`src/hw/rtl/aptp_pkg.sv`:
```
package aptp_pkg;

    localparam int NUM_SLOTS_DEFAULT = 16;

    localparam int OP_W       = 2;
    localparam int SP_W       = 32;
    localparam int SLOT_W     = 4;
    localparam int PRIO_W     = 4;
    localparam int SLEEP_W    = 16;
    localparam int AGE_W      = 16;
    localparam int RATIO_W    = 8;
    localparam int CFG_IDX_W  = 1;
    localparam int CFG_DATA_W = 8;
    // (max - prio) * ratio fits 13 bits signed, score adds a 16-bit age
    localparam int PROD_W     = 14;
    localparam int SCORE_W    = 18;

    localparam logic [OP_W-1:0] OP_SCHEDULE = 2'd0;
    localparam logic [OP_W-1:0] OP_SAVE     = 2'd1;
    localparam logic [OP_W-1:0] OP_WRITE    = 2'd2;

    localparam logic [CFG_IDX_W-1:0] REG_PRIORITY_RATIO = 1'd0;
    localparam logic [CFG_IDX_W-1:0] REG_MAX_PRIORITY   = 1'd1;

    localparam logic [RATIO_W-1:0] RATIO_RESET   = 8'd2;
    localparam logic [PRIO_W-1:0]  MAX_PRI_RESET = 4'd4;
    localparam logic [AGE_W-1:0]   AGE_MAX       = '1;

    typedef struct packed {
        logic               blocked;
        logic [PRIO_W-1:0]  prio;
        logic [SLEEP_W-1:0] sleep;
        logic [AGE_W-1:0]   age;
    } slot_state_t;

    localparam int STATE_W = $bits(slot_state_t);

    typedef struct packed {
        logic accept;
        logic walk_issue;
        logic pick;
        logic fetch;
        logic push_out;
    } aptp_cmd_t;

    typedef struct packed {
        logic is_schedule;
        logic last_issue;
        logic pipe_busy;
    } aptp_status_t;

endpackage

```
`src/hw/rtl/aptp_ram.sv`:
```
module aptp_ram #(
    parameter int WIDTH = 32,
    parameter int DEPTH = aptp_pkg::NUM_SLOTS_DEFAULT
) (
    input  logic                     clk,
    input  logic                     we,
    input  logic [$clog2(DEPTH)-1:0] waddr,
    input  logic [WIDTH-1:0]         wdata,
    input  logic                     re,
    input  logic [$clog2(DEPTH)-1:0] raddr,
    output logic [WIDTH-1:0]         rdata
);

    logic [WIDTH-1:0] mem_reg [DEPTH];
    logic [WIDTH-1:0] rdata_reg;

    always_ff @(posedge clk)
    begin
        if (we)
        begin
            mem_reg[waddr] <= wdata;
        end
        if (re)
        begin
            rdata_reg <= mem_reg[raddr];
        end
    end

    assign rdata = rdata_reg;

endmodule

```
`src/hw/rtl/aptp_ctrl.sv`:
```
module aptp_ctrl (
    input  logic                   clk,
    input  logic                   rst_n,
    input  logic                   in_valid,
    output logic                   in_ready,
    output logic                   out_valid,
    input  logic                   out_ready,
    input  aptp_pkg::aptp_status_t status,
    output aptp_pkg::aptp_cmd_t    cmd
);

    typedef enum logic [5:0] {
        S_IDLE  = 6'b000001,
        S_WALK  = 6'b000010,
        S_DRAIN = 6'b000100,
        S_PICK  = 6'b001000,
        S_FETCH = 6'b010000,
        S_DONE  = 6'b100000
    } state_t;

    state_t state_reg;
    state_t state_next;
    logic   out_valid_reg;

    assign in_ready  = (state_reg == S_IDLE);
    assign out_valid = out_valid_reg;

    always_comb
    begin
        cmd        = '0;
        state_next = state_reg;
        case (state_reg)
            S_IDLE:
            begin
                if (in_valid)
                begin
                    cmd.accept = 1'b1;
                    state_next = status.is_schedule ? S_WALK : S_DONE;
                end
            end
            S_WALK:
            begin
                cmd.walk_issue = 1'b1;
                if (status.last_issue)
                begin
                    state_next = S_DRAIN;
                end
            end
            S_DRAIN:
            begin
                // wait for the last slot to leave the scoring stages
                if (!status.pipe_busy)
                begin
                    state_next = S_PICK;
                end
            end
            S_PICK:
            begin
                cmd.pick   = 1'b1;
                state_next = S_FETCH;
            end
            S_FETCH:
            begin
                cmd.fetch  = 1'b1;
                state_next = S_DONE;
            end
            S_DONE:
            begin
                if (!out_valid_reg || out_ready)
                begin
                    cmd.push_out = 1'b1;
                    state_next   = S_IDLE;
                end
            end
            default:
            begin
                state_next = S_IDLE;
            end
        endcase
    end

    always_ff @(posedge clk or negedge rst_n)
    begin
        if (!rst_n)
        begin
            state_reg     <= S_IDLE;
            out_valid_reg <= 1'b0;
        end
        else
        begin
            state_reg <= state_next;
            if (cmd.push_out)
            begin
                out_valid_reg <= 1'b1;
            end
            else if (out_ready)
            begin
                out_valid_reg <= 1'b0;
            end
        end
    end

endmodule

```
`src/hw/rtl/aptp_datapath.sv`:
```
module aptp_datapath #(
    parameter int NUM_SLOTS = aptp_pkg::NUM_SLOTS_DEFAULT
) (
    input  logic                                clk,
    input  logic                                rst_n,
    input  aptp_pkg::aptp_cmd_t                 cmd,
    output aptp_pkg::aptp_status_t              status,
    input  logic [aptp_pkg::OP_W-1:0]           operation,
    input  logic [aptp_pkg::SP_W-1:0]           saved_sp,
    input  logic [aptp_pkg::SLOT_W-1:0]         slot,
    input  logic                                in_use,
    input  logic [aptp_pkg::PRIO_W-1:0]         priority_req,
    input  logic signed [aptp_pkg::SLEEP_W-1:0] sleep_count,
    input  logic                                blocked,
    input  logic                                cfg_write,
    input  logic [aptp_pkg::CFG_IDX_W-1:0]      cfg_index,
    input  logic [aptp_pkg::CFG_DATA_W-1:0]     cfg_data,
    output logic [aptp_pkg::SP_W-1:0]           next_sp,
    output logic [aptp_pkg::SLOT_W-1:0]         next_slot,
    output logic                                idle_chosen
);

    localparam int IDX_W = $clog2(NUM_SLOTS);
    localparam logic [IDX_W-1:0] LAST_IDX = IDX_W'(NUM_SLOTS - 1);
    localparam int SP_W    = aptp_pkg::SP_W;
    localparam int SLOT_W  = aptp_pkg::SLOT_W;
    localparam int PRIO_W  = aptp_pkg::PRIO_W;
    localparam int SLEEP_W = aptp_pkg::SLEEP_W;
    localparam int AGE_W   = aptp_pkg::AGE_W;
    localparam int RATIO_W = aptp_pkg::RATIO_W;
    localparam int PROD_W  = aptp_pkg::PROD_W;
    localparam int SCORE_W = aptp_pkg::SCORE_W;
    localparam int STATE_W = aptp_pkg::STATE_W;

    // configuration
    logic [RATIO_W-1:0] ratio_reg;
    logic [PRIO_W-1:0]  max_pri_reg;

    // scheduler state
    logic [NUM_SLOTS-1:0] in_use_reg;
    logic [SP_W-1:0]      idle_sp_reg;
    logic                 cur_idle_reg;
    logic [IDX_W-1:0]     cur_idx_reg;
    logic                 first_call_reg;

    // walk pipeline
    logic [IDX_W-1:0]          rd_idx_reg;
    logic                      v1_reg;
    logic [IDX_W-1:0]          idx1_reg;
    logic                      v2_reg;
    logic [IDX_W-1:0]          idx2_reg;
    logic                      cand2_reg;
    logic signed [PROD_W-1:0]  prod2_reg;
    aptp_pkg::slot_state_t     entry2_reg;
    logic signed [SCORE_W-1:0] best_reg;
    logic                      found_reg;
    logic [IDX_W-1:0]          win_idx_reg;
    aptp_pkg::slot_state_t     win_entry_reg;

    // result and output registers
    logic [SP_W-1:0]   res_sp_reg;
    logic [SLOT_W-1:0] res_slot_reg;
    logic              res_idle_reg;
    logic [SP_W-1:0]   out_sp_reg;
    logic [SLOT_W-1:0] out_slot_reg;
    logic              out_idle_reg;

    // rams
    logic               st_we;
    logic [IDX_W-1:0]   st_waddr;
    logic [STATE_W-1:0] st_wdata;
    logic [STATE_W-1:0] st_rdata;
    logic               sp_we;
    logic [IDX_W-1:0]   sp_waddr;
    logic [SP_W-1:0]    sp_wdata;
    logic [SP_W-1:0]    sp_rdata;

    // decode of the incoming item
    logic                    is_sched;
    logic                    is_save;
    logic                    is_write;
    logic                    saves_sp;
    logic                    slot_ok;
    logic [IDX_W+SLOT_W-1:0] slot_ext;
    logic [IDX_W-1:0]        slot_idx;
    aptp_pkg::slot_state_t   wr_entry;

    // scoring
    aptp_pkg::slot_state_t     entry1;
    aptp_pkg::slot_state_t     entry2_next;
    logic                      live1;
    logic                      asleep1;
    logic                      cand1;
    logic                      wb1;
    logic signed [4:0]         diff1;
    logic signed [PROD_W-1:0]  diff_x;
    logic signed [PROD_W-1:0]  ratio_x;
    logic signed [PROD_W-1:0]  prod1;
    logic signed [SCORE_W-1:0] prod_x;
    logic signed [SCORE_W-1:0] age_x;
    logic signed [SCORE_W-1:0] score2;
    logic                      better2;
    aptp_pkg::slot_state_t     win_clear;
    logic [IDX_W+SLOT_W-1:0]   win_ext;

    assign is_sched = (operation == aptp_pkg::OP_SCHEDULE);
    assign is_save  = (operation == aptp_pkg::OP_SAVE);
    assign is_write = (operation == aptp_pkg::OP_WRITE);
    assign saves_sp = cmd.accept && (is_sched || is_save);
    assign slot_ok  = (int'(slot) < NUM_SLOTS);
    assign slot_ext = {{IDX_W{1'b0}}, slot};
    assign slot_idx = slot_ext[IDX_W-1:0];

    assign wr_entry.blocked = blocked;
    assign wr_entry.prio    = priority_req;
    assign wr_entry.sleep   = sleep_count;
    assign wr_entry.age     = '0;

    assign status.is_schedule = is_sched;
    assign status.last_issue  = (rd_idx_reg == LAST_IDX);
    assign status.pipe_busy   = v1_reg || v2_reg;

    // stage 1: slot entry from ram, update and product
    always_comb
    begin
        entry1      = aptp_pkg::slot_state_t'(st_rdata);
        live1       = in_use_reg[idx1_reg];
        asleep1     = entry1.sleep[SLEEP_W-1];
        entry2_next = entry1;
        if (asleep1)
        begin
            entry2_next.sleep = entry1.sleep + 1'b1;
        end
        else if (!entry1.blocked && (entry1.age != aptp_pkg::AGE_MAX))
        begin
            entry2_next.age = entry1.age + 1'b1;
        end
        cand1   = live1 && !asleep1 && !entry1.blocked;
        wb1     = v1_reg && live1 && (asleep1 || !entry1.blocked);
        diff1   = signed'({1'b0, max_pri_reg}) - signed'({1'b0, entry1.prio});
        diff_x  = {{(PROD_W - 5){diff1[4]}}, diff1};
        ratio_x = signed'({{(PROD_W - RATIO_W){1'b0}}, ratio_reg});
        prod1   = diff_x * ratio_x;
    end

    // stage 2: score and running maximum, strict so the lowest index wins ties
    assign prod_x  = {{(SCORE_W - PROD_W){prod2_reg[PROD_W-1]}}, prod2_reg};
    assign age_x   = signed'({{(SCORE_W - AGE_W){1'b0}}, entry2_reg.age});
    assign score2  = prod_x + age_x;
    assign better2 = v2_reg && cand2_reg && (score2 > best_reg);

    always_comb
    begin
        win_clear     = win_entry_reg;
        win_clear.age = '0;
    end

    assign win_ext = {{SLOT_W{1'b0}}, win_idx_reg};

    // state ram write port: slot write, walk write-back, winner age clear
    always_comb
    begin
        st_we    = 1'b0;
        st_waddr = idx1_reg;
        st_wdata = entry2_next;
        if (cmd.accept && is_write && slot_ok)
        begin
            st_we    = 1'b1;
            st_waddr = slot_idx;
            st_wdata = wr_entry;
        end
        else if (wb1)
        begin
            st_we = 1'b1;
        end
        else if (cmd.pick && found_reg)
        begin
            st_we    = 1'b1;
            st_waddr = win_idx_reg;
            st_wdata = win_clear;
        end
    end

    // stack pointer ram write port: save into current task, or slot write
    always_comb
    begin
        sp_we    = 1'b0;
        sp_waddr = cur_idx_reg;
        sp_wdata = saved_sp;
        if (saves_sp && !first_call_reg && !cur_idle_reg)
        begin
            sp_we = 1'b1;
        end
        else if (cmd.accept && is_write && slot_ok)
        begin
            sp_we    = 1'b1;
            sp_waddr = slot_idx;
        end
    end

    aptp_ram #(
        .WIDTH (STATE_W),
        .DEPTH (NUM_SLOTS)
    ) u_state_ram (
        .clk   (clk),
        .we    (st_we),
        .waddr (st_waddr),
        .wdata (st_wdata),
        .re    (cmd.walk_issue),
        .raddr (rd_idx_reg),
        .rdata (st_rdata)
    );

    aptp_ram #(
        .WIDTH (SP_W),
        .DEPTH (NUM_SLOTS)
    ) u_sp_ram (
        .clk   (clk),
        .we    (sp_we),
        .waddr (sp_waddr),
        .wdata (sp_wdata),
        .re    (cmd.pick),
        .raddr (win_idx_reg),
        .rdata (sp_rdata)
    );

    always_ff @(posedge clk or negedge rst_n)
    begin
        if (!rst_n)
        begin
            ratio_reg      <= aptp_pkg::RATIO_RESET;
            max_pri_reg    <= aptp_pkg::MAX_PRI_RESET;
            in_use_reg     <= '0;
            idle_sp_reg    <= '0;
            cur_idle_reg   <= 1'b1;
            cur_idx_reg    <= '0;
            first_call_reg <= 1'b1;
            rd_idx_reg     <= '0;
            v1_reg         <= 1'b0;
            v2_reg         <= 1'b0;
            found_reg      <= 1'b0;
        end
        else
        begin
            if (cfg_write)
            begin
                case (cfg_index)
                    aptp_pkg::REG_PRIORITY_RATIO: ratio_reg   <= cfg_data;
                    aptp_pkg::REG_MAX_PRIORITY:   max_pri_reg <= cfg_data[PRIO_W-1:0];
                    default:                      ratio_reg   <= ratio_reg;
                endcase
            end
            if (saves_sp)
            begin
                first_call_reg <= 1'b0;
                if (!first_call_reg && cur_idle_reg)
                begin
                    idle_sp_reg <= saved_sp;
                end
            end
            if (cmd.accept && is_write && slot_ok)
            begin
                in_use_reg[slot_idx] <= in_use;
            end
            if (cmd.accept)
            begin
                rd_idx_reg <= '0;
                found_reg  <= 1'b0;
            end
            else
            begin
                if (cmd.walk_issue)
                begin
                    rd_idx_reg <= rd_idx_reg + 1'b1;
                end
                if (better2)
                begin
                    found_reg <= 1'b1;
                end
            end
            v1_reg <= cmd.walk_issue;
            v2_reg <= v1_reg;
            if (cmd.pick)
            begin
                cur_idle_reg <= !found_reg;
                cur_idx_reg  <= win_idx_reg;
            end
        end
    end

    always_ff @(posedge clk)
    begin
        idx1_reg   <= rd_idx_reg;
        idx2_reg   <= idx1_reg;
        cand2_reg  <= cand1;
        prod2_reg  <= prod1;
        entry2_reg <= entry2_next;
        if (cmd.accept)
        begin
            best_reg     <= '1;
            res_sp_reg   <= '0;
            res_slot_reg <= '0;
            res_idle_reg <= 1'b0;
        end
        else
        begin
            if (better2)
            begin
                best_reg      <= score2;
                win_idx_reg   <= idx2_reg;
                win_entry_reg <= entry2_reg;
            end
            if (cmd.fetch)
            begin
                res_sp_reg   <= found_reg ? sp_rdata : idle_sp_reg;
                res_slot_reg <= found_reg ? win_ext[SLOT_W-1:0] : '0;
                res_idle_reg <= !found_reg;
            end
        end
        if (cmd.push_out)
        begin
            out_sp_reg   <= res_sp_reg;
            out_slot_reg <= res_slot_reg;
            out_idle_reg <= res_idle_reg;
        end
    end

    assign next_sp     = out_sp_reg;
    assign next_slot   = out_slot_reg;
    assign idle_chosen = out_idle_reg;

endmodule

```
`src/hw/rtl/aging_priority_task_picker.sv`:
```
// channel | signals                                        | direction
// --------+------------------------------------------------+----------
// in      | in_valid, in_ready, operation, saved_sp, slot, | into block
//         | in_use, priority_req, sleep_count, blocked     |
// out     | out_valid, out_ready, next_sp, next_slot,      | out of block
//         | idle_chosen                                    |
// cfg     | cfg_valid, cfg_ready, cfg_index, cfg_data      | into block
//
// a schedule item walks the slots before it raises out_valid: the slot walk
// reads one entry a cycle from the state ram, the two scoring stages drain,
// then the winner's age is cleared and its stack pointer read from the pointer ram.
// save, write and unused items raise out_valid without a walk. one item is worked
// on at a time; the next is taken the cycle after its result enters the output register,
// and a held result stalls the input.
// reset is asynchronous, active low, and needs no clearing pass; cfg_ready is always high.
module aging_priority_task_picker #(
    parameter int NUM_SLOTS = aptp_pkg::NUM_SLOTS_DEFAULT
) (
    input  logic                                clk,
    input  logic                                rst_n,
    input  logic                                in_valid,
    output logic                                in_ready,
    input  logic [aptp_pkg::OP_W-1:0]           operation,
    input  logic [aptp_pkg::SP_W-1:0]           saved_sp,
    input  logic [aptp_pkg::SLOT_W-1:0]         slot,
    input  logic                                in_use,
    input  logic [aptp_pkg::PRIO_W-1:0]         priority_req,
    input  logic signed [aptp_pkg::SLEEP_W-1:0] sleep_count,
    input  logic                                blocked,
    output logic                                out_valid,
    input  logic                                out_ready,
    output logic [aptp_pkg::SP_W-1:0]           next_sp,
    output logic [aptp_pkg::SLOT_W-1:0]         next_slot,
    output logic                                idle_chosen,
    input  logic                                cfg_valid,
    output logic                                cfg_ready,
    input  logic [aptp_pkg::CFG_IDX_W-1:0]      cfg_index,
    input  logic [aptp_pkg::CFG_DATA_W-1:0]     cfg_data
);

    aptp_pkg::aptp_cmd_t    cmd;
    aptp_pkg::aptp_status_t status;

    assign cfg_ready = 1'b1;

    aptp_ctrl u_ctrl (
        .clk       (clk),
        .rst_n     (rst_n),
        .in_valid  (in_valid),
        .in_ready  (in_ready),
        .out_valid (out_valid),
        .out_ready (out_ready),
        .status    (status),
        .cmd       (cmd)
    );

    aptp_datapath #(
        .NUM_SLOTS (NUM_SLOTS)
    ) u_datapath (
        .clk          (clk),
        .rst_n        (rst_n),
        .cmd          (cmd),
        .status       (status),
        .operation    (operation),
        .saved_sp     (saved_sp),
        .slot         (slot),
        .in_use       (in_use),
        .priority_req (priority_req),
        .sleep_count  (sleep_count),
        .blocked      (blocked),
        .cfg_write    (cfg_valid && cfg_ready),
        .cfg_index    (cfg_index),
        .cfg_data     (cfg_data),
        .next_sp      (next_sp),
        .next_slot    (next_slot),
        .idle_chosen  (idle_chosen)
    );

endmodule

```
`config.mk`:
```
export PLATFORM = sky130hd
export DESIGN_NAME = aging_priority_task_picker
export DESIGN_NICKNAME = d
export VERILOG_FILES = /design/src/hw/rtl/aptp_pkg.sv /design/src/hw/rtl/aptp_ram.sv /design/src/hw/rtl/aptp_ctrl.sv /design/src/hw/rtl/aptp_datapath.sv /design/src/hw/rtl/aging_priority_task_picker.sv
export SDC_FILE = /design/constraint.sdc
export NUM_CORES = 2
export LEC_CHECK = 0
export ABC_CLOCK_PERIOD_IN_PS = 6050
export BUFFER_PORTS_ARGS = -buffer_cell sky130_fd_sc_hd__clkbuf_2
export CAP_MARGIN = 15
export CELL_PAD_IN_SITES_DETAIL_PLACEMENT = 1
export CELL_PAD_IN_SITES_GLOBAL_PLACEMENT = 1
export CORE_UTILIZATION = 55
export DETAILED_ROUTE_END_ITERATION = 10
export PLACE_DENSITY = 0.78
export SLEW_MARGIN = 20
export SYNTH_ARGS = -nofsm -noshare
export SYNTH_HDL_FRONTEND = slang
export SYNTH_SLANG_ARGS = --single-unit
```
`constraint.sdc`:
```
create_clock -name clk -period 6.05 [get_ports clk]
set_input_delay 0.605 -clock clk [delete_from_list [all_inputs] [get_ports clk]]
set_output_delay 0.605 -clock clk [all_outputs]
set_load 0.02 [all_outputs]
```
==> reports/metrics.cfg <==
[synthesis]
ranking_of_synthesized_cells_by_area = sky130_fd_sc_hd__edfxtp_1, sky130_fd_sc_hd__mux4_2, sky130_fd_sc_hd__dfxtp_1
synthesis.nets = 3016
post-synth-top-area-fraction = 0.6589
synthCells = 2851
yosys_warnings = 0
synth.cell_area_mm2 = 0.05628
postSynth.asyncResetShare = 0.05594
synth_edf_count = 1235
synthFlopType = sky130_fd_sc_hd__edfxtp_1
synth_largest_area_cell = sky130_fd_sc_hd__edfxtp_1
flip_flop_and_latch_count_after_synthesis = 1430
syn-mean-instance-area_um2 = 19.74
ys_seq_area_frac = 0.7355
yosysUniqueCellTypes = 59

[run_status]
status = completed

[sta]
tightestPinTransition_ps = 1167
timing.setup.tns_ps = 0
timing.max_slew.rel_slack = 0.2202
drv_slew = 0
finalCritPeriodShare = 0.8634
final-setup-viol-count = 0
clock-skew-final_ps = 23.23
hold_viol = 0
max_clock_freq_ghz = 0.1914
final.min_clock_period_ps = 5223
rsz0062_at_grt = no
hold_slack_ps = 68.71

[setup_path]
r2r-start = u_datapath.max_pri_reg[0]$_DFFE_PN0P_
rr_worst_depth = 18
critical-path-max-stage-delay_ps = 590
worst_setup_path_startpoint = u_datapath.max_pri_reg[0]$_DFFE_PN0P_
cp_slowest_cell = sky130_fd_sc_hd__fa_1
reg2reg_setup_slack_ps = 830
crit_family = adder cells
critical_path_class = flip-flop to flip-flop
r2r_path_end = u_datapath.prod2_reg[12]$_DFF_P_
critical_path.most_common_cell = sky130_fd_sc_hd__fa_1
path_max_fanout = 8
start_kind = flip-flop
critical_path_required_ps = 6740
critPathArrivalTime_ps = 5910
crit_path_cell_trace = inv_1 > ha_1 > inv_1 > fa_1 > xor2_1 > nand2_1 > fa_1 > fa_1 > fa_1 > inv_1 > ha_1 > a21o_1 > a21oi_1 > o21ai_0 > a2111o_1 > a31o_2 > a21oi_1 > xnor2_1
setup.worst_path.end_class = flip-flop
critPathBufInv = 3

[clock_network]
ctsHtreeMaxLevel = 4
clock_transition_at_the_registers_of_the_reported_paths_ps = 60
cts_repair_resize_count = 0
insertion_delay_ps = 780
cts_sinks = 1430
tritoncts = done
ctsLongestPathBuffers = 3
cts_root_buf = sky130_fd_sc_hd__clkbuf_16
clock_buffer_count_from_cts = 145

[drt]
vias_per_cell = 6.320
route.detailed.drc = 0
final_antenna_net_count = 0
detail_route.iter0.violations = 2872
drt_pre_antenna_iters = 5
postRouteWirelength_um = 140200
routed_wire_length_per_instance_um = 30.88
via_count = 28690

[worst_hold_path]
holdPathStages = 2
hold_end = u_ctrl.state_reg[0]$_DFFE_PN1P_
type_of_the_tightest_min_delay_check = input pin to flip-flop
timing.hold.worst.start = in_valid

[placement]
place.detailed.hpwl_um = 80210
finalWeightedCongestion = 0.8370
placedInstanceArea_mm2 = 0.05893
numPortBuffers = 112

[finish]
final_layout_size_suffix_gt1_frac = 0.2759
area_delta_synth_final_pct = 13.37
finish.instance_area_mm2 = 0.06381
layout.nets = 3219
max_reg_flops = 592

[die]
core_area_mm2 = 0.1007
floorplan.die.width_um = 321.9
io-pin-count = 114
rows = 116
die_outline_height_um = 321.9
floorplan.die_area_mm2 = 0.1036
initial_core_util = 0.5588

[power]
max-vdd-ir-drop_mv = 0.3216
pwr_density_cell_mw_per_mm2 = 400.2
static-leakage-power_uw = 0.02126

[global_route]
grt_overflow = 0
grt_use_total = 0.2785
maximum_number_of_pins_on_one_net_before_global_route_repair = 91
via_count_of_the_first_global_routing_pass = 31060
grt_antenna_before_repair = 5
grt_pass1_wl_um = 207300

[run]
reported_max_cap_violation_count = 0

[cell type report]
cell class,count,area [µm²]
Antenna cell,4,10.01
Tap cell,1357,1698
Fill cell,8449,36920
Multi-Input combinational cell,1207,14400
Sequential cell,1430,41410
Timing Repair Buffer,185,1164
Inverter,85,319.1
Clock buffer,203,3936
Clock inverter,69,877.1
[power breakdown]
group	switching [µW]	internal, µW
combinational	2610	2030
clock	3860	5210
sequential	397	11400
[cell usage after synthesis (5+ instances only)]
master	instances
sky130_fd_sc_hd__nor3_1	19
sky130_fd_sc_hd__dfstp_2	5
sky130_fd_sc_hd__a21o_1	11
sky130_fd_sc_hd__and2_1	17
sky130_fd_sc_hd__nand2b_1	10
sky130_fd_sc_hd__dfrtp_1	75
sky130_fd_sc_hd__dfxtp_1	115
sky130_fd_sc_hd__mux2_2	64
sky130_fd_sc_hd__mux4_2	350
sky130_fd_sc_hd__nand4_1	16
sky130_fd_sc_hd__a21oi_1	53
sky130_fd_sc_hd__inv_1	85
sky130_fd_sc_hd__xor2_1	20
sky130_fd_sc_hd__and3_1	12
sky130_fd_sc_hd__nor4_1	8
sky130_fd_sc_hd__o211ai_1	20
sky130_fd_sc_hd__nand3_1	27
sky130_fd_sc_hd__ha_1	70
sky130_fd_sc_hd__nor2_1	143
sky130_fd_sc_hd__nor2b_1	27
sky130_fd_sc_hd__clkbuf_1	89
sky130_fd_sc_hd__fa_1	21
sky130_fd_sc_hd__o21ai_0	34
sky130_fd_sc_hd__o21a_1	5
sky130_fd_sc_hd__or3_1	7
sky130_fd_sc_hd__edfxtp_1	1235
sky130_fd_sc_hd__nand3b_1	7
sky130_fd_sc_hd__buf_1	36
sky130_fd_sc_hd__xnor2_1	36
sky130_fd_sc_hd__a211oi_1	38
sky130_fd_sc_hd__nand2_1	90
sky130_fd_sc_hd__mux2i_1	58
[layer usage]
| layer | wire length (µm) | track usage | vias up |
|---|---|---|---|
| li1 | - | - | 11880 |
| met1 | 54910 | 0.3705 | 15350 |
| met2 | 73160 | 0.4802 | 1247 |
| met3 | 9350 | 0.04263 | 214 |
| met4 | 2786 | 0.07810 | 2 |
| met5 | 13 | 0 | - |
[stage by stage]
step                      std cells  power, µW  utilization  setup slack [ps]
final                          4540      25540       0.6335             826.6
after global routing           4536      26460       0.6334             616.4
after CTS                      4536      25690       0.6329             836.7
after detailed placement       4263      16630       0.5851             861.6
after global placement         4263      16360       0.5851             975.8
after floorplan                2851      15190            -              1289
[layout by cell type (no fill, tap or decap), types with 9 or more instances in the layout]
master and n:
sky130_fd_sc_hd__edfxtp_1 1235, sky130_fd_sc_hd__mux4_2 350, sky130_fd_sc_hd__clkbuf_16 145, sky130_fd_sc_hd__dfxtp_1 115
sky130_fd_sc_hd__clkbuf_2 111, sky130_fd_sc_hd__nor2_1 109, sky130_fd_sc_hd__nand2_1 90, sky130_fd_sc_hd__inv_1 83
sky130_fd_sc_hd__ha_1 70, sky130_fd_sc_hd__dfrtp_1 70, sky130_fd_sc_hd__buf_4 69, sky130_fd_sc_hd__mux2_2 64
sky130_fd_sc_hd__mux2i_1 58, sky130_fd_sc_hd__clkbuf_1 49, sky130_fd_sc_hd__a21oi_1 42, sky130_fd_sc_hd__a211oi_1 38
sky130_fd_sc_hd__xnor2_1 36, sky130_fd_sc_hd__nor2_4 33, sky130_fd_sc_hd__o21ai_0 29, sky130_fd_sc_hd__nand3_1 26
sky130_fd_sc_hd__nor2b_1 24, sky130_fd_sc_hd__fa_1 21, sky130_fd_sc_hd__xor2_1 20, sky130_fd_sc_hd__o211ai_1 20
sky130_fd_sc_hd__nor3_1 19, sky130_fd_sc_hd__and2_1 17, sky130_fd_sc_hd__nand4_1 16, sky130_fd_sc_hd__clkinv_1 16
sky130_fd_sc_hd__clkinv_2 16, sky130_fd_sc_hd__bufinv_16 14, sky130_fd_sc_hd__and3_1 11, sky130_fd_sc_hd__a21o_1 10
sky130_fd_sc_hd__a21oi_2 10, sky130_fd_sc_hd__nand2b_1 9, sky130_fd_sc_hd__clkbuf_8 9
[timing repair]
item | CTS | global route
endpoints found under the hold margin | 29 | 0
hold buffers | 1 | 0
setup endpoints to repair | 0 | 0
setup buffers | 0 | 0
[cell families after synthesis]
family / count (synthesis) / synth area share
xor+xnor: 56 / 0.008714
simple gates: 393 / 0.03263
fa+ha+maj: 91 / 0.02303
compound gates: 194 / 0.02243
buf+inv: 214 / 0.01445
flops: 1430 / 0.7355
other cells: 1 / 0.00006663
mux: 472 / 0.1632
[worst max path at each step]
| stage | endpoint | cells after the start |
|---|---|---|
| floorplan | u_datapath.prod2_reg[12]$_DFF_P_ | 20 |
| global placement | u_datapath.prod2_reg[12]$_DFF_P_ | 20 |
| detailed placement | u_datapath.prod2_reg[12]$_DFF_P_ | 17 |
| CTS | u_datapath.prod2_reg[12]$_DFF_P_ | 18 |
| global route | u_datapath.prod2_reg[12]$_DFF_P_ | 20 |
| finish | u_datapath.prod2_reg[12]$_DFF_P_ | 18 |
Note: power is estimated with default switching activity, not from simulation.
